### src/rtl/sae_pkg.sv
package sae_pkg;

    typedef enum logic [2:0] {
        OP_PUSH  = 3'd0,
        OP_POP   = 3'd1,
        OP_RDTOP = 3'd2,
        OP_RDBOT = 3'd3,
        OP_ADD   = 3'd4,
        OP_SUB   = 3'd5,
        OP_MUL   = 3'd6,
        OP_DIV   = 3'd7
    } t_op;

    typedef enum logic [2:0] {
        ST_OK      = 3'd0,
        ST_EMPTY   = 3'd1,
        ST_FEW     = 3'd2,
        ST_RANGE   = 3'd3,
        ST_DIVZERO = 3'd4,
        ST_FULL    = 3'd5
    } t_status;

    typedef enum logic [2:0] {
        BK_IDLE,
        BK_RD1,
        BK_RD2,
        BK_MUL,
        BK_DIV,
        BK_FIX,
        BK_DONE
    } t_bk_state;

    localparam int IN_VALUE_W = 32;
    localparam int IN_INDEX_W = 10;
    localparam int OUT_RES_W  = 32;
    localparam int OUT_OCC_W  = 11;

endpackage

### src/rtl/sae_queue.sv
module sae_queue import sae_pkg::*; #(
    parameter int WORD_WIDTH = 32
) (
    input  logic                  i_clk,
    input  logic                  i_rst_n,
    input  logic                  i_wr,
    input  t_op                   i_op,
    input  logic [WORD_WIDTH-1:0] i_value,
    input  logic [IN_INDEX_W-1:0] i_index,
    input  logic                  i_rd,
    output logic                  o_full,
    output logic                  o_empty,
    output t_op                   o_op,
    output logic [WORD_WIDTH-1:0] o_value,
    output logic [IN_INDEX_W-1:0] o_index
);

    // two-entry command queue
    t_op                   r_op  [2];
    logic [WORD_WIDTH-1:0] r_val [2];
    logic [IN_INDEX_W-1:0] r_idx [2];
    logic                  r_wp, r_rp;
    logic [1:0]            r_cnt;

    always_ff @(posedge i_clk) begin
        if (!i_rst_n) begin
            r_wp  <= 1'b0;
            r_rp  <= 1'b0;
            r_cnt <= 2'd0;
        end else begin
            if (i_wr) begin
                r_op[r_wp]  <= i_op;
                r_val[r_wp] <= i_value;
                r_idx[r_wp] <= i_index;
                r_wp        <= ~r_wp;
            end
            if (i_rd) r_rp <= ~r_rp;
            r_cnt <= r_cnt + {1'b0, i_wr} - {1'b0, i_rd};
        end
    end

    assign o_full  = r_cnt == 2'd2;
    assign o_empty = r_cnt == 2'd0;
    assign o_op    = r_op[r_rp];
    assign o_value = r_val[r_rp];
    assign o_index = r_idx[r_rp];

endmodule

### config.mk
export PLATFORM = sky130hd
export DESIGN_NAME = sae_queue
export DESIGN_NICKNAME = d
export VERILOG_FILES = /design/src/rtl/sae_pkg.sv /design/src/rtl/sae_queue.sv
export SDC_FILE = /design/constraint.sdc
export NUM_CORES = 1
export LEC_CHECK = 0
export CAP_MARGIN = 20
export CORE_MARGIN = 3
export CORE_UTILIZATION = 50
export DETAILED_ROUTE_END_ITERATION = 7
export DONT_BUFFER_PORTS = 1
export HOLD_SLACK_MARGIN = 0.1
export PLACE_DENSITY = 0.63
export RECOVER_POWER = 50
export SYNTH_ARGS = -nofsm -noshare
export SYNTH_HDL_FRONTEND = slang
export SYNTH_SLANG_ARGS = --single-unit
### constraint.sdc
create_clock -name i_clk -period 3.8 [get_ports i_clk]
set_input_delay 0.76 -clock i_clk [delete_from_list [all_inputs] [get_ports i_clk]]
set_output_delay 0.76 -clock i_clk [all_outputs]
set_load 0.05 [all_outputs]
==> flow_metrics.env <==
export IMPL_cts_sinks=95
export IMPL_maxClockFrequency_mhz=379
export IMPL_synth_compound_area_share_pct=0
export IMPL_powerDensity_nw_per_um2=566
export IMPL_design_core_area_um2=6940
export IMPL_rsz0062_at_grt="no"
export IMPL_synthesis_area_per_instance_um2=22.7
export IMPL_drt_pass1_iter_count=4
export IMPL_fp_row_count=30
export IMPL_final_common_cell="sky130_fd_sc_hd__edfxtp_1"
export IMPL_detail_route_vias_per_cell=5.27
export IMPL_synthesized_cell_area_um2=3680
export IMPL_muxShareOfSynthArea_pct=17.9
export IMPL_grtUsageTotal_pct=13.7
export IMPL_synth_flop_cell="sky130_fd_sc_hd__edfxtp_1"
export IMPL_synth_async_reset_ratio_pct=0
export IMPL_synthSimpleGateAreaFrac_pct=1.50
export IMPL_post_route_period_util_pct=69.5
export IMPL_fin_setup_tns_ns=0
export IMPL_worst_path_dominant_cell_family="flip-flops"
export IMPL_gpl_final_weighted_congestion=0.623
export IMPL_overflow=0
export IMPL_cpMaxStageDelayCell="sky130_fd_sc_hd__dfxtp_2"
export IMPL_detailedPlacementHpwl_um=3830
export IMPL_final_fill_count=517
export IMPL_synth_distinct_cells=15
export IMPL_drc=0
export IMPL_number_of_antenna_violations_at_the_first_check_in_global_routing=0
export IMPL_irDropWorstVdd_mv=0.247
export IMPL_diodes=0
export IMPL_pin_count=96
export IMPL_cp_cell_sequence="buf_12 > mux2_2"
export IMPL_power_static_leakage_nw=1.38
export IMPL_hold_ws_ns=0.505
export IMPL_clock_path_buffers=2
export IMPL_worst_path_max_fanout=28
export IMPL_worstSetupPathType="reg2out"
export IMPL_critical_path_endpoint_type="output pin"
export IMPL_postLayoutCoreUtil_pct=57.2
export IMPL_largest_stage_delay_worst_path_ns=0.71
export IMPL_initial_core_util_pct=53.0
export IMPL_tritoncts_num_buffers=9
export IMPL_final_period_minus_worst_setup_slack_ns=2.64
export IMPL_cts_max_level=3
export IMPL_post_cts_hold_buffer_count=0
export IMPL_drive_above_1_share_pct=35.8
export IMPL_detailroute_via_count=1434
export IMPL_maxCapViolations=0
export IMPL_post_cts_resized=0
export IMPL_route_antenna_remaining_nets=0
export IMPL_synth_top_family_by_area="multiplexers"
export IMPL_critical_path_n_buffers_inverters=1
export IMPL_status="finished clean"
export IMPL_hold_violations=0
export IMPL_layout_nets=222
export IMPL_startpoint_type="flip-flop"
export IMPL_synth_edf_count=90
export IMPL_ys_warn_count=0
export IMPL_setup_viol=0
export IMPL_drt_total_wl_um=5610
export IMPL_tightestPinTransition_ns=1.16
export IMPL_layout_common_cells="sky130_fd_sc_hd__edfxtp_1, sky130_fd_sc_hd__mux2_4, sky130_fd_sc_hd__clkbuf_8, sky130_fd_sc_hd__mux2_2, sky130_fd_sc_hd__dfxtp_1"
export IMPL_area_delta_synth_final_pct=7.93
export IMPL_dr_first_iter_drc_count=57
export IMPL_syn_inst=162
export IMPL_worst_endpoint_required_ns=3.04
export IMPL_synth_yosys_seq_area_share_pct=76.2
export IMPL_port_buffer_count=0
export IMPL_post_cts_repair_setup_buffers=0
export IMPL_chipWidth_um=91.8
export IMPL_worst_endpoint_arrival_ns=1.88
export IMPL_pins_over_slew_limit=0
export IMPL_drt_wirelength_per_cell_um=20.6
export IMPL_first_pass_grt_wire_length_um=8450
export IMPL_die_y_um=91.8
export IMPL_first_global_vias=1541
export IMPL_syn_nets=213
export IMPL_holdCritPathClass="in2reg"
export IMPL_clk_latency_ns=0.34
export IMPL_synth_adder_area_share_pct=0.680
export IMPL_power_total_mw=2.25
export IMPL_grt_start_max_net_pins=46
export IMPL_tritoncts="yes"
export IMPL_design_die_area_um2=8420
export IMPL_relSlewSlack_pct=22.1
export IMPL_clk_root_buffer_cell="sky130_fd_sc_hd__clkbuf_8"
export IMPL_number_of_flip_flops_and_latches_in_the_synthesized_netlist=95
export IMPL_clock_skew_ns=0.00622
export IMPL_synth_xor_xnor_area_share_pct=1.09
export IMPL_reg2reg_slack_ns=1.66
export IMPL_clkSlewWorstSetupHoldPaths_ns=0.09
## kinds of logic (layout without fill, tap and decap cells)
family	Yosys count	in the layout
xor gates and xnor gates	3	3
adders and majority gates	2	2
buffers and inverters	7	21
DFF	95	95
muxes	45	45
and+or+nand+nor	10	10
## flip-flops by register name (all words and copies together), names as in the netlist, named ones only
register	count
r_rp	1
r_wp	1
r_cnt	2
r_op	6
r_idx	20
r_val	64
## path summary, 6_finish.rpt
path	from	end	cells after the start
worst min register to register	r_rp	flip-flop	2
worst max register to register	r_wp	r_idx[0][2]	2
worst min-delay path	i_value[7]	r_val[1][7]	0
worst max-delay path	flip-flop	o_value[31]	2
## layout make-up
cell class	instances	area [um^2]	area share, %
sequential	95	2800	70.6
multi-input combinational	60	777	19.6
clock buffer	11	131	3.31
tap	96	120	3.03
clock inverter	5	82.6	2.08
timing repair buffer	3	47.5	1.20
inverter	2	7.51	0.189
## routing by layer
metal,wire length [um],global-route usage [%],vias up
met4,99,7.43,0
met2,2980,23.1,56
met5,0,0,-
met1,1970,14.1,729
met3,565,6.48,9
li1,-,-,640
## metrics by stage
stage / worst slack, ns / cells / cell area [um^2]
2_1_floorplan: 0.638 / 162 / 3680
3_3_place_gp: 1.54 / 255 / 3740
3_5_place_dp: 1.51 / 255 / 3740
4_1_cts: 1.11 / 271 / 3960
5_1_grt: 1.05 / 272 / 3970
6_report: 1.16 / 272 / 3970
## where the power goes
group	switching, mW	total, mW	internal [mW]	leakage, nW
Clock	0.320	0.691	0.371	0.0958
Sequential	0.0243	1.22	1.20	0.869
Combinational	0.236	0.336	0.0993	0.413
Total	0.580	2.25	1.67	1.38
## synth_stat cells, types with 2 or more instances
master,count,area share (%)
sky130_fd_sc_hd__xor2_1,2,0.48
sky130_fd_sc_hd__dfxtp_1,5,2.7
sky130_fd_sc_hd__ha_1,2,0.68
sky130_fd_sc_hd__edfxtp_1,90,73
sky130_fd_sc_hd__inv_1,2,0.20
sky130_fd_sc_hd__nor2b_1,2,0.34
sky130_fd_sc_hd__mux2_4,40,16
sky130_fd_sc_hd__buf_12,4,2.2
sky130_fd_sc_hd__and2_1,4,0.68
sky130_fd_sc_hd__nor2_1,2,0.20
sky130_fd_sc_hd__mux2_2,5,1.5
Power figures use the tool's default switching activity.
